<file path="src/rtl/fcrt_pkg.sv">
// fcrt_pkg: shared types and constants of the frame chunk reassembly tracker
// used by fcrt_offset_table and frame_chunk_reassembly_tracker_unit
package fcrt_pkg;

   localparam int unsigned TableDepth = 128;
   localparam int unsigned TableAw    = $clog2(TableDepth);
   localparam int unsigned CountW     = TableAw + 1;
   localparam int unsigned OffW       = 21;
   localparam logic [31:0] MagicWord  = 32'h4D564631;
   localparam logic [15:0] HeaderBytes = 16'd16;

   typedef enum logic [1:0] {
      OP_HEADER  = 2'd0,
      OP_TAKE    = 2'd1,
      OP_FLIP    = 2'd2,
      OP_VERDICT = 2'd3
   } op_type;

   typedef enum logic [2:0] {
      ST_PLACED = 3'd0,
      ST_SHORT  = 3'd1,
      ST_MAGIC  = 3'd2,
      ST_FLIP   = 3'd3,
      ST_BOUNDS = 3'd4,
      ST_STALE  = 3'd5,
      ST_DUP    = 3'd6,
      ST_POLL   = 3'd7
   } status_type;

   localparam logic CSR_FRAME_BYTES = 1'b0;
   localparam logic CSR_COMPRESSED  = 1'b1;

   // search request from the control unit to the offset table
   typedef struct packed {
      logic              start;
      logic [OffW-1:0]   offset;
      logic [CountW-1:0] count;
   } scan_req_type;

   typedef struct packed {
      logic done;
      logic found;
   } scan_rsp_type;

endpackage

</file>
<file path="src/rtl/fcrt_offset_table.sv">
// fcrt_offset_table: memory of seen chunk offsets with a sequential search
// depends on fcrt_pkg
module fcrt_offset_table (
   input  logic                               clock,
   input  logic                               reset,
   input  fcrt_pkg::scan_req_type             scan_req,
   output fcrt_pkg::scan_rsp_type             scan_rsp,
   input  logic                               wr_en,
   input  logic [fcrt_pkg::TableAw-1:0]       wr_addr,
   input  logic [fcrt_pkg::OffW-1:0]          wr_data
);

   logic [fcrt_pkg::OffW-1:0] mem [fcrt_pkg::TableDepth];
   logic [fcrt_pkg::OffW-1:0] rd_data_ff;
   logic [fcrt_pkg::CountW-1:0] idx_ff, idx_in;
   logic [fcrt_pkg::OffW-1:0] key_ff;
   logic [fcrt_pkg::CountW-1:0] cnt_ff;
   logic busy_ff, busy_in, chk_ff, chk_in;
   logic done_in, found_in;
   logic [fcrt_pkg::TableAw-1:0] rd_addr;

   assign rd_addr = idx_ff[fcrt_pkg::TableAw-1:0];

   always_ff @(posedge clock) begin
      if (wr_en) mem[wr_addr] <= wr_data;
      rd_data_ff <= mem[rd_addr];
   end

   // one address issued per cycle, compared in the cycle after
   always_comb begin
      busy_in  = busy_ff;
      chk_in   = 1'b0;
      idx_in   = idx_ff;
      done_in  = 1'b0;
      found_in = 1'b0;
      if (chk_ff && rd_data_ff == key_ff) begin
         done_in  = 1'b1;
         found_in = 1'b1;
         busy_in  = 1'b0;
      end else if (busy_ff) begin
         if (idx_ff < cnt_ff) begin
            chk_in = 1'b1;
            idx_in = idx_ff + 1'b1;
         end else if (!chk_ff) begin
            done_in = 1'b1;
            busy_in = 1'b0;
         end
      end
      if (scan_req.start) begin
         busy_in = 1'b1;
         chk_in  = 1'b0;
         idx_in  = '0;
      end
   end

   always_ff @(posedge clock) begin
      if (reset) begin
         busy_ff <= 1'b0;
         chk_ff  <= 1'b0;
         idx_ff  <= '0;
      end else begin
         busy_ff <= busy_in;
         chk_ff  <= chk_in;
         idx_ff  <= idx_in;
      end
      if (scan_req.start) begin
         key_ff <= scan_req.offset;
         cnt_ff <= scan_req.count;
      end
   end

   assign scan_rsp.done  = done_in;
   assign scan_rsp.found = found_in;

   a_found_done: assert property (@(posedge clock) disable iff (reset)
      scan_rsp.found |-> scan_rsp.done) else $error("found without done");
   a_chk_busy: assert property (@(posedge clock) disable iff (reset)
      chk_ff |-> $past(busy_ff)) else $error("compare outside a search");
   a_idx_bound: assert property (@(posedge clock) disable iff (reset)
      busy_ff |-> idx_ff <= cnt_ff) else $error("search index beyond count");

endmodule

</file>
<file path="src/rtl/frame_chunk_reassembly_tracker_unit.sv">
// frame_chunk_reassembly_tracker_unit: top level of the reassembly tracker
// depends on fcrt_pkg and fcrt_offset_table
//
// channel | direction | payload
// req_    | in        | tuser: op
//         |           | tdata: datagram_len, magic, frame_tag, flags, total_len,
//         |           |        chunk_offset, decomp_ok
// rsp_    | out       | tuser: status
//         |           | tdata: write_enable, write_offset, length, to_scratch,
//         |           |        decompress_start, answer, four counters
// csr_    | in        | write enable, register index, 21-bit data
//
// one transaction at a time; polls, verdicts and refused headers go from idle straight
// to the result register, a header that reaches the duplicate search also passes
// through S_SCAN, which reads the n offsets stored for the frame (at most 128) one
// by one through the single memory read port
// reset clears all control state; the offset memory needs no clearing pass
// req_tready stays low while a transaction is in work or its result waits
module frame_chunk_reassembly_tracker_unit (
   input  logic         clock,
   input  logic         reset,
   input  logic         req_tvalid,
   output logic         req_tready,
   // op[1:0]
   input  logic [1:0]   req_tuser,
   // datagram_len[15:0] magic[47:16] frame_tag[63:48] flags[79:64]
   // total_len[111:80] chunk_offset[143:112] decomp_ok[144], zero fill
   input  logic [151:0] req_tdata,
   output logic         rsp_tvalid,
   input  logic         rsp_tready,
   // status[2:0]
   output logic [2:0]   rsp_tuser,
   // write_enable[0] write_offset[21:1] length[42:22] to_scratch[43]
   // decompress_start[44] answer[45] frames_count[77:46] dropped_count[109:78]
   // flip_ok_count[141:110] flip_gated_count[173:142], zero fill
   output logic [175:0] rsp_tdata,
   input  logic         csr_wen,
   input  logic         csr_index,
   input  logic [20:0]  csr_wdata
);

   typedef enum logic [1:0] {S_IDLE, S_SCAN, S_OUT} state_type;
   state_type state_ff;

   // configuration
   logic [20:0] frame_bytes_ff;
   logic        comp_en_ff;

   // tracker state
   logic [15:0] current_id_ff, last_done_id_ff;
   logic in_prog_ff, have_done_ff, cur_comp_ff, ready_ff, flip_pend_ff;
   logic back_comp_ff, decomp_pend_ff;
   logic [fcrt_pkg::CountW-1:0] seen_cnt_ff;
   logic [31:0] bytes_ff;
   logic [31:0] frames_ff, dropped_ff, flip_ok_ff, flip_gated_ff;

   // held header fields during the search
   logic [20:0] h_off_ff, h_clen_ff, h_total21_ff;
   logic [31:0] h_total_ff;

   // result register
   logic [2:0]  r_status_ff;
   logic        r_we_ff, r_scr_ff, r_ds_ff, r_ans_ff;
   logic [20:0] r_woff_ff, r_len_ff;

   // input unpacking
   logic [1:0]  i_op;
   logic [15:0] i_dlen, i_fid, i_flags;
   logic [31:0] i_magic, i_total, i_off;
   logic        i_ok;
   assign i_op    = req_tuser;
   assign i_dlen  = req_tdata[15:0];
   assign i_magic = req_tdata[47:16];
   assign i_fid   = req_tdata[63:48];
   assign i_flags = req_tdata[79:64];
   assign i_total = req_tdata[111:80];
   assign i_off   = req_tdata[143:112];
   assign i_ok    = req_tdata[144];

   logic accept;
   assign req_tready = (state_ff == S_IDLE);
   assign accept     = req_tvalid && req_tready;

   // header checks
   logic [15:0] clen16;
   logic [32:0] end33;
   logic        packed_h, bad_bounds, stale, new_frame;
   assign clen16   = i_dlen - fcrt_pkg::HeaderBytes;
   assign end33    = {1'b0, i_off} + {17'd0, clen16};
   assign packed_h = i_flags[1];
   always_comb begin
      if (packed_h)
         bad_bounds = !comp_en_ff || i_total == 32'd0
                      || i_total > {11'd0, frame_bytes_ff} || end33 > {1'b0, i_total};
      else
         bad_bounds = i_total != {11'd0, frame_bytes_ff}
                      || end33 > {12'd0, frame_bytes_ff};
   end
   assign stale     = have_done_ff && i_fid == last_done_id_ff;
   assign new_frame = i_fid != current_id_ff || !in_prog_ff;

   // duplicate search: the stored offsets are 21 bits, so an offset with high
   // bits set never matches
   fcrt_pkg::scan_req_type scan_req;
   fcrt_pkg::scan_rsp_type scan_rsp;
   logic wr_en;
   logic hi_zero_ff;

   fcrt_offset_table u_table (
      .clock    (clock),
      .reset    (reset),
      .scan_req (scan_req),
      .scan_rsp (scan_rsp),
      .wr_en    (wr_en),
      .wr_addr  (seen_cnt_ff[fcrt_pkg::TableAw-1:0]),
      .wr_data  (h_off_ff)
   );

   logic go_scan;
   assign go_scan = accept && i_op == fcrt_pkg::OP_HEADER
                    && i_dlen >= fcrt_pkg::HeaderBytes && i_magic == fcrt_pkg::MagicWord
                    && !i_flags[0] && !bad_bounds && !stale;
   assign scan_req.start  = go_scan;
   assign scan_req.offset = i_off[20:0];
   assign scan_req.count  = new_frame ? '0 : seen_cnt_ff;

   logic placed;
   assign placed = state_ff == S_SCAN && scan_rsp.done && !(scan_rsp.found && hi_zero_ff);
   assign wr_en  = placed && seen_cnt_ff < fcrt_pkg::CountW'(fcrt_pkg::TableDepth);

   logic [31:0] bytes_sum;
   assign bytes_sum = bytes_ff + {11'd0, h_clen_ff};

   always_ff @(posedge clock) begin
      if (reset) begin
         state_ff <= S_IDLE;
         frame_bytes_ff <= 21'd4096;
         comp_en_ff <= 1'b1;
         current_id_ff <= '0; last_done_id_ff <= '0;
         in_prog_ff <= 1'b0; have_done_ff <= 1'b0; cur_comp_ff <= 1'b0;
         ready_ff <= 1'b0; flip_pend_ff <= 1'b0; back_comp_ff <= 1'b0;
         decomp_pend_ff <= 1'b0; seen_cnt_ff <= '0; bytes_ff <= '0;
         frames_ff <= '0; dropped_ff <= '0; flip_ok_ff <= '0; flip_gated_ff <= '0;
      end else begin
         if (csr_wen) begin
            if (csr_index == fcrt_pkg::CSR_FRAME_BYTES) frame_bytes_ff <= csr_wdata;
            else comp_en_ff <= csr_wdata[0];
         end
         unique case (state_ff)
            S_IDLE: if (accept) begin
               r_status_ff <= fcrt_pkg::ST_POLL;
               r_we_ff <= 1'b0; r_woff_ff <= '0; r_len_ff <= '0;
               r_scr_ff <= 1'b0; r_ds_ff <= 1'b0; r_ans_ff <= 1'b0;
               state_ff <= S_OUT;
               unique case (i_op)
                  fcrt_pkg::OP_HEADER: begin
                     if (i_dlen < fcrt_pkg::HeaderBytes) r_status_ff <= fcrt_pkg::ST_SHORT;
                     else if (i_magic != fcrt_pkg::MagicWord)
                        r_status_ff <= fcrt_pkg::ST_MAGIC;
                     else if (i_flags[0]) begin
                        r_status_ff <= fcrt_pkg::ST_FLIP;
                        flip_pend_ff <= 1'b1;
                     end else if (bad_bounds) r_status_ff <= fcrt_pkg::ST_BOUNDS;
                     else if (stale) r_status_ff <= fcrt_pkg::ST_STALE;
                     else begin
                        if (new_frame) begin
                           if (in_prog_ff) dropped_ff <= dropped_ff + 32'd1;
                           current_id_ff <= i_fid; in_prog_ff <= 1'b1;
                           bytes_ff <= '0; seen_cnt_ff <= '0;
                           cur_comp_ff <= packed_h; back_comp_ff <= 1'b0;
                           decomp_pend_ff <= 1'b0;
                        end
                        h_off_ff <= i_off[20:0];
                        hi_zero_ff <= i_off[31:21] == 11'd0;
                        h_clen_ff <= {5'd0, clen16};
                        h_total_ff <= i_total;
                        h_total21_ff <= i_total[20:0];
                        state_ff <= S_SCAN;
                     end
                  end
                  fcrt_pkg::OP_TAKE: begin
                     r_ans_ff <= ready_ff;
                     ready_ff <= 1'b0;
                  end
                  fcrt_pkg::OP_FLIP: if (flip_pend_ff) begin
                     flip_pend_ff <= 1'b0;
                     if (!back_comp_ff) flip_gated_ff <= flip_gated_ff + 32'd1;
                     else begin
                        flip_ok_ff <= flip_ok_ff + 32'd1;
                        back_comp_ff <= 1'b0;
                        r_ans_ff <= 1'b1;
                     end
                  end
                  fcrt_pkg::OP_VERDICT: if (decomp_pend_ff) begin
                     decomp_pend_ff <= 1'b0;
                     if (i_ok) begin
                        ready_ff <= 1'b1; back_comp_ff <= 1'b1;
                        frames_ff <= frames_ff + 32'd1;
                        r_ans_ff <= 1'b1;
                     end
                  end
                  default: ;
               endcase
            end
            S_SCAN: if (scan_rsp.done) begin
               state_ff <= S_OUT;
               if (!placed) r_status_ff <= fcrt_pkg::ST_DUP;
               else begin
                  r_status_ff <= fcrt_pkg::ST_PLACED;
                  if (wr_en) seen_cnt_ff <= seen_cnt_ff + 1'b1;
                  r_we_ff <= 1'b1; r_woff_ff <= h_off_ff;
                  r_len_ff <= h_clen_ff; r_scr_ff <= cur_comp_ff;
                  bytes_ff <= bytes_sum;
                  if (bytes_sum >= h_total_ff) begin
                     in_prog_ff <= 1'b0;
                     last_done_id_ff <= current_id_ff;
                     have_done_ff <= 1'b1;
                     if (cur_comp_ff) begin
                        decomp_pend_ff <= 1'b1;
                        r_ds_ff <= 1'b1;
                        r_len_ff <= h_total21_ff;
                     end else begin
                        ready_ff <= 1'b1; back_comp_ff <= 1'b1;
                        frames_ff <= frames_ff + 32'd1;
                     end
                  end
               end
            end
            S_OUT: if (rsp_tready) state_ff <= S_IDLE;
            default: state_ff <= S_IDLE;
         endcase
      end
   end

   assign rsp_tvalid = state_ff == S_OUT;
   assign rsp_tuser  = r_status_ff;
   assign rsp_tdata  = {2'd0, flip_gated_ff, flip_ok_ff, dropped_ff, frames_ff,
                        r_ans_ff, r_ds_ff, r_scr_ff, r_len_ff, r_woff_ff, r_we_ff};

   a_ready_idle: assert property (@(posedge clock) disable iff (reset)
      req_tready |-> !rsp_tvalid) else $error("input taken with result waiting");
   a_write_placed: assert property (@(posedge clock) disable iff (reset)
      rsp_tvalid && r_we_ff |-> r_status_ff == fcrt_pkg::ST_PLACED)
      else $error("write without placed status");
   a_table_bound: assert property (@(posedge clock) disable iff (reset)
      seen_cnt_ff <= fcrt_pkg::CountW'(fcrt_pkg::TableDepth))
      else $error("offset count overflow");

endmodule

</file>
<file path="config.mk">
export PLATFORM = sky130hd
export DESIGN_NAME = frame_chunk_reassembly_tracker_unit
export DESIGN_NICKNAME = d
export VERILOG_FILES = /design/src/rtl/fcrt_pkg.sv /design/src/rtl/fcrt_offset_table.sv /design/src/rtl/frame_chunk_reassembly_tracker_unit.sv
export SDC_FILE = /design/constraint.sdc
export NUM_CORES = 2
export LEC_CHECK = 0
export BUFFER_PORTS_ARGS = -buffer_cell sky130_fd_sc_hd__buf_4
export CELL_PAD_IN_SITES_DETAIL_PLACEMENT = 0
export CELL_PAD_IN_SITES_GLOBAL_PLACEMENT = 1
export CORE_UTILIZATION = 45
export DETAILED_ROUTE_END_ITERATION = 12
export GPL_TIMING_DRIVEN = 0
export PLACE_DENSITY = 0.79
export SYNTH_ARGS = -nofsm -noshare
export SYNTH_HDL_FRONTEND = slang
export SYNTH_HIERARCHICAL = 1
export SYNTH_SLANG_ARGS = --single-unit
</file>
<file path="constraint.sdc">
create_clock -name clock -period 9.2 [get_ports clock]
set_input_delay 1.84 -clock clock [delete_from_list [all_inputs] [get_ports clock]]
set_output_delay 1.84 -clock clock [all_outputs]
set_load 0.02 [all_outputs]
</file>
# Word-level counts from Yosys, hierarchy flattened
# Memory sizes are Yosys's and may differ from the RTL's. A register that Yosys moved wholly into a read port is not among the register bits.
# Index checks and enable logic that the tools add are counted.
# word_totals
reg_bits	410
ram_bits	2688
inputBits	181
output_inout_bits	181
memories	1
# op_classes
addsub	9
order_cmp	8
eq_ne	44
mux	130
bitwise	10
reduce_logical	54
# mem_list
name	depth	word_bits	read_ports	rd_clocked_by_memory_dff	write_ports	line_no	text
u_table.mem	128	21	1	1	1	fcrt_offset_table.sv:13	logic [fcrt_pkg::OffW-1:0] mem [fcrt_pkg::TableDepth];
# ops
operator	count
2-to-1 mux 32 bit	18
2-to-1 mux 21 bit	7
adder 32 x 1 -> 32 bit, second input constant	4
one-hot mux 32 bit (2 select lines)	2
2-to-1 mux 8 bit	11
one-hot mux 21 bit (2 select lines)	2
2-to-1 mux 1 bit	57
AND reduction 9 bit	4
adder 32 x 16 -> 33 bit	1
> comparator 33 x 21 -> 1 bit	1
> comparator 33 x 32 -> 1 bit	1
adder 32 x 16 -> 32 bit	1
== test 32 x 31 -> 1 bit, second input constant	1
>= comparator 32 bit	1
> comparator 32 x 21 -> 1 bit	1
logical NOT 32 bit	1
inequality test 32 x 21 -> 1 bit	1
inequality test 32 x 31 -> 1 bit, second input constant	1
inequality test 3 bit, second input constant	9
2-to-1 mux 2 bit	11
inequality test 2 bit, second input constant	11
AND reduction 11 bit	2
== test 21 bit	1
2-to-1 mux 3 bit	7
37 further kinds	99

# Longest topological paths before layout
# depth
word_depth	12
mapped_depth	29

# By module
# Netlist, hierarchy kept.
# by_module_without_submodules
mod	n_inst	cells_each	area_each_um2	seq_area_each_um2
fcrt_offset_table	1	4933	105607.5	82208.8
frame_chunk_reassembly_tracker_unit	1	2160	19816.5	8197.9

# Worst setup path after synthesis
# OpenSTA, ideal clock, no wires.
# synth_path
kind	input to register
start	input req_tdata[8]
end	register u_table/idx_ff[7] (netlist bit)
setup_ps	116
t_arrival_ps	9459
required_time_ps	9084
slack_ps	-375
cell_stages	27
path_cell_list	or3_1 or3b_2 clkbuf_1 xnor2_1 ha_1 or3_1 o211ai_1 nand2_1 a21o_1 a21o_1 a21o_1 a21oi_1 xnor2_1 ha_1 and3_1 nand3_1 nor3_1 nor2_1 a2111oi_0 nand4b_1 o32ai_1 o41ai_1 nor3_1 nor2_1 nand2_1 a31oi_1 a41o_1
# synth_between
elab_chain_cells	9
word_cells_on_any_way	15
# synth_lines
item	line_no	text
from (decl)	frame_chunk_reassembly_tracker_unit.sv:28	input logic [151:0] req_tdata,
subtractor 16 x 5 -> 16 bit (*)	frame_chunk_reassembly_tracker_unit.sv:88	assign clen16 = i_dlen - fcrt_pkg::HeaderBytes;
named net clen16[10]	frame_chunk_reassembly_tracker_unit.sv:85	logic [15:0] clen16;
adder 32 x 16 -> 33 bit (*)	frame_chunk_reassembly_tracker_unit.sv:89	assign end33 = {1'b0, i_off} + {17'd0, clen16};
> comparator 33 x 21 -> 1 bit / > comparator 33 x 32 -> 1 bit (equally long branches)	frame_chunk_reassembly_tracker_unit.sv:97, frame_chunk_reassembly_tracker_unit.sv:94	
logical OR 1 bit (on tied branches)	frame_chunk_reassembly_tracker_unit.sv:97, frame_chunk_reassembly_tracker_unit.sv:94	
2-to-1 mux 1 bit (*)	frame_chunk_reassembly_tracker_unit.sv:92	if (packed_h)
logical NOT 1 bit (*)	frame_chunk_reassembly_tracker_unit.sv:122	&& !i_flags[0] && !bad_bounds && !stale;
logical AND 1 bit (*) (2 in series)	frame_chunk_reassembly_tracker_unit.sv:122	
named net go_scan	frame_chunk_reassembly_tracker_unit.sv:119	logic go_scan;
OR reduction 2 bit (no line) (*)	-	
to (signal assigned)	fcrt_offset_table.sv:64	idx_ff <= idx_in;
to (decl)	fcrt_offset_table.sv:15	logic [fcrt_pkg::CountW-1:0] idx_ff, idx_in;
# The timed path passes the listed nets; every way through them passes the cells marked *.
# A chain may end at the register's enable or synchronous reset.

# Worst setup path in the final report
# layout_path
start	input req_tdata[8]
end	register h_total21_ff[11] (enable)
# layout_between
elab_chain_cells	7
word_cells_on_any_way	11
# layout_lines
item	line_no	text
subtractor 16 x 5 -> 16 bit (*)	frame_chunk_reassembly_tracker_unit.sv:88	
named net clen16[15]	frame_chunk_reassembly_tracker_unit.sv:85	
adder 32 x 16 -> 33 bit (*)	frame_chunk_reassembly_tracker_unit.sv:89	
> comparator 33 x 21 -> 1 bit / > comparator 33 x 32 -> 1 bit (equally long branches)	frame_chunk_reassembly_tracker_unit.sv:97, frame_chunk_reassembly_tracker_unit.sv:94	
logical OR 1 bit (on tied branches)	frame_chunk_reassembly_tracker_unit.sv:97, frame_chunk_reassembly_tracker_unit.sv:94	
2-to-1 mux 1 bit (*)	frame_chunk_reassembly_tracker_unit.sv:92	
NOT 1 bit (no line) (*)	-	
AND reduction 9 bit (no line) (*)	-	
to (signal assigned)	frame_chunk_reassembly_tracker_unit.sv:177	h_total21_ff <= i_total[20:0];
to (decl)	frame_chunk_reassembly_tracker_unit.sv:58	logic [20:0] h_off_ff, h_clen_ff, h_total21_ff;
# Marked as above.

==> flow_summary.toml <==
[detailed_routing]
wire_per_inst_um = 40.4
drt-total-wl_um = 483000
dr.pass1.iters = 8
dr_total_vias = 79600
vias_per_cell = 6.66
ant_nets = 0
drt_iter0_markers = 14700
drc = 0

[finish]
final_nets = 8309
syn_to_final_growth_pct = 19.0
final_common_cell = "edfxtp_1"
drive_gt1_share_pct = 24.0
final_util_pct = 53.9
multi_input_area_um2 = 33400
n_fill_cell = 21200
regArea_um2 = 90400
stdcell_area_um2 = 149000
final_cell_mix = "edfxtp_1, mux4_2, buf_4"

[worst_hold_path]
hold_start = "frame_bytes_ff[20]"
hold_path.class = "reg -> reg"
holdPathEnd = "frame_bytes_ff[20]"
holdPathStages = 2

[clock_tree]
cts_resized = 3
h-tree-depth = 5
postCtsSetupBuffers = 0
clock_tree.buffer_depth = 4
cts_made_buffers = 319
cts_tree = "yes"
clk_pin_slew_ns = 0.06
cts_num_sinks = 3098
clock-root-buffer = "clkbuf_16"
insertion_delay_ns = 0.94
holdBufCountCts = 0

[setup_path]
cp.required_ns = 9.73
critPathMaxFanout = 62
arrival_ns = 9.36
rr_worst_depth = 21
cp-end-kind = "flop"
reg2reg_from = "h_clen_ff[0]"
regToRegSetupSlack_ns = 1.61
rr_endpoint = "r_len_ff[13]"
start_kind = "input port"
worstSetupPathType = "in -> reg"

[placed_design]
dp_hpwl_um = 340000
portBuffers = 335
placed_cell_area_um2 = 139000
gp_congestion = 0.994

[run_status]
violations = "max-capacitance violations, max-slew violations"
outcome = "finished, violations left"

[floorplanning]
pin_count = 362
die_w_um = 530
start_util_pct = 45.3
die-area_um2 = 281000
die_y_um = 530
coreArea_um2 = 277000
num_rows = 193

[job]
drv_cap = 17

[pwr]
p_total_w = 0.0286
p_leak_nw = 47.8
power.density_nw_per_um2 = 192
peakVddDrop_mv = 0.140

[timing]
rsz0062_at_grt = "false"
worst_pin_slew_ns = 1.71
finalHoldViolCount = 0
maxSlewViolCount = 124
max_freq_mhz = 113
period_share_pct = 96.0
setup_viol = 0
skew_ns = 0.0889
max_slew_margin_pct = -14.1
post-route-min-period_ns = 8.83

[global_routing]
grt_pass1_vias = 74700
grt_pass1_wl_um = 639000
overflow = 0
antenna_found_initial = 39
grt_util_all_layers_pct = 33.9
grt_max_degree = 63

[synthesis]
synth_area_leaders = "edfxtp_1, mux4_2, dfxtp_1, mux2i_1, ha_1"
ys_seq_elements = 3098
synth_edf_count = 2836
yosys.area.top_type = "edfxtp_1"
async_reset_ff_share_pct = 0
synth_top_area_share_pct = 67.9
synth.avg_cell_area_um2 = 17.7
yosysWarnings = 6
ys_seq_area_share_pct = 72.1
synth_ff_type = "edfxtp_1"
syn_area_um2 = 125000
synth.distinct_cells = 101
syn_inst = 7093
[per-layer routing]
layer / share of wire, % / routed length (um) / GRT usage (%)
met1: 33 / 161000 / 41.9
met4: 7.7 / 37300 / 21.7
met5: 0.046 / 224 / 0.325
met3: 16 / 78000 / 13.5
met2: 43 / 207000 / 49.5
[worst max-delay path, stage by stage]
cell and delay, ns:
buf_4 0.13, or3_1 0.38, nor3_1 0.26, nand2b_1 0.19
nor3_1 0.25, xor2_1 0.29, ha_1 0.31, a21oi_1 0.38
o21ai_0 0.19, a211oi_2 0.49, nor2_1 0.24, nand2_1 0.13
xnor2_1 0.12, ha_1 0.33, nand4_1 0.28, or3_1 0.46
nor3_2 0.42, nor2_1 0.16, a2111oi_2 0.52, nand4b_1 0.18
o32ai_2 0.49, o41ai_1 0.34, nor2_1 0.25, and3_4 0.32
buf_16 0.32
[per-stage QoR]
stage | TNS [ns] | setup slack, ns | instances | hold WS [ns]
after global placement | -418.53 | -3.71 | 11100 | 0.449
after floorplan | 0 | 0.574 | 7094 | 0.436
final | 0 | 0.369 | 11900 | 0.462
after detailed placement | -194.56 | -1.55 | 11400 | 0.451
after CTS | 0 | 0.229 | 11900 | 0.460
after global routing | 0 | 0.0191 | 11900 | 0.477
[logic make-up (layout without fill, tap and decap cells)]
| family | after synthesis | in the layout | share of synthesized area (%) |
|---|---|---|---|
| buf+inv | 500 | 1620 | 2.14 |
| fa+ha+maj | 158 | 158 | 1.59 |
| simple gates | 1321 | 1321 | 5.18 |
| compound gates | 942 | 942 | 5.21 |
| other cells | 1 | 31 | 0.00299 |
| xor+xnor | 221 | 221 | 1.54 |
| flops | 3098 | 3098 | 72.1 |
| mux | 852 | 852 | 12.3 |
[how the worst max path moves through the flow]
stage | cells after the start | slack (ns) | start | to
finish | 25 | 0.37 | req_tdata[8] | h_total21_ff[11]
global route | 29 | 0.02 | req_tdata[8] | u_table/idx_ff[7]
CTS | 25 | 0.23 | req_tdata[8] | h_total21_ff[11]
detailed placement | 29 | -1.55 | req_tdata[8] | u_table/idx_ff[7]
global placement | 27 | -3.71 | req_tdata[8] | u_table/idx_ff[2]
floorplan | 24 | 0.57 | req_tdata[8] | h_clen_ff[0]
[registers in the layout (all words and copies together) (netlist names), 20 cells and up]
signal,count
u_table/mem,2688
frames_ff,32
r_len_ff,21
h_total21_ff,20
u_table/rd_data_ff,21
flip_gated_ff,32
r_woff_ff,21
h_off_ff,21
dropped_ff,32
flip_ok_ff,32
u_table/key_ff,21
bytes_ff,32
frame_bytes_ff,21
[layout make-up]
cell class              count  area share, %
flip-flops and latches   3098           60.6
multi-input cells        3496           22.4
clock buffers             398           5.71
repair buffers            555           5.20
well taps                3705           3.11
plain buffers             353           1.44
clock inverters           167           1.17
inverters                 147          0.370
diodes                     29         0.0486
[power breakdown]
part / total (W) / internal (W) / switching, W
Combinational: 0.000466 / 0.000178 / 0.000288
Sequential: 0.0152 / 0.0151 / 0.00000902
Clock: 0.0130 / 0.00744 / 0.00555
[synthesized netlist by cell type (7+ instances only)]
cell type / n
buf_6: 45
o221ai_1: 39
buf_1: 18
and3_1: 50
buf_4: 63
a221oi_1: 21
a2111oi_0: 14
edfxtp_1: 2836
mux2_2: 23
a21o_1: 51
o2111ai_1: 7
dfxtp_1: 262
a22oi_1: 84
a21oi_1: 243
o22ai_1: 40
mux2i_1: 284
a211oi_1: 88
nor2b_1: 39
buf_2: 87
nor3b_1: 7
o211ai_1: 24
or2_2: 7
nand2b_1: 26
xnor2_1: 101
nor3_1: 72
a31oi_1: 33
and2_1: 52
buf_8: 7
nand2_1: 352
xor2_1: 120
a22o_1: 94
inv_1: 146
o21ai_0: 105
or4_1: 11
ha_1: 156
nor4_1: 43
or3_1: 39
nand4_1: 104
clkbuf_1: 130
mux4_2: 545
nand3_1: 108
o32a_1: 7
nand3b_1: 15
and4_1: 14
nor2_1: 344
Power figures use the tool's default switching activity.
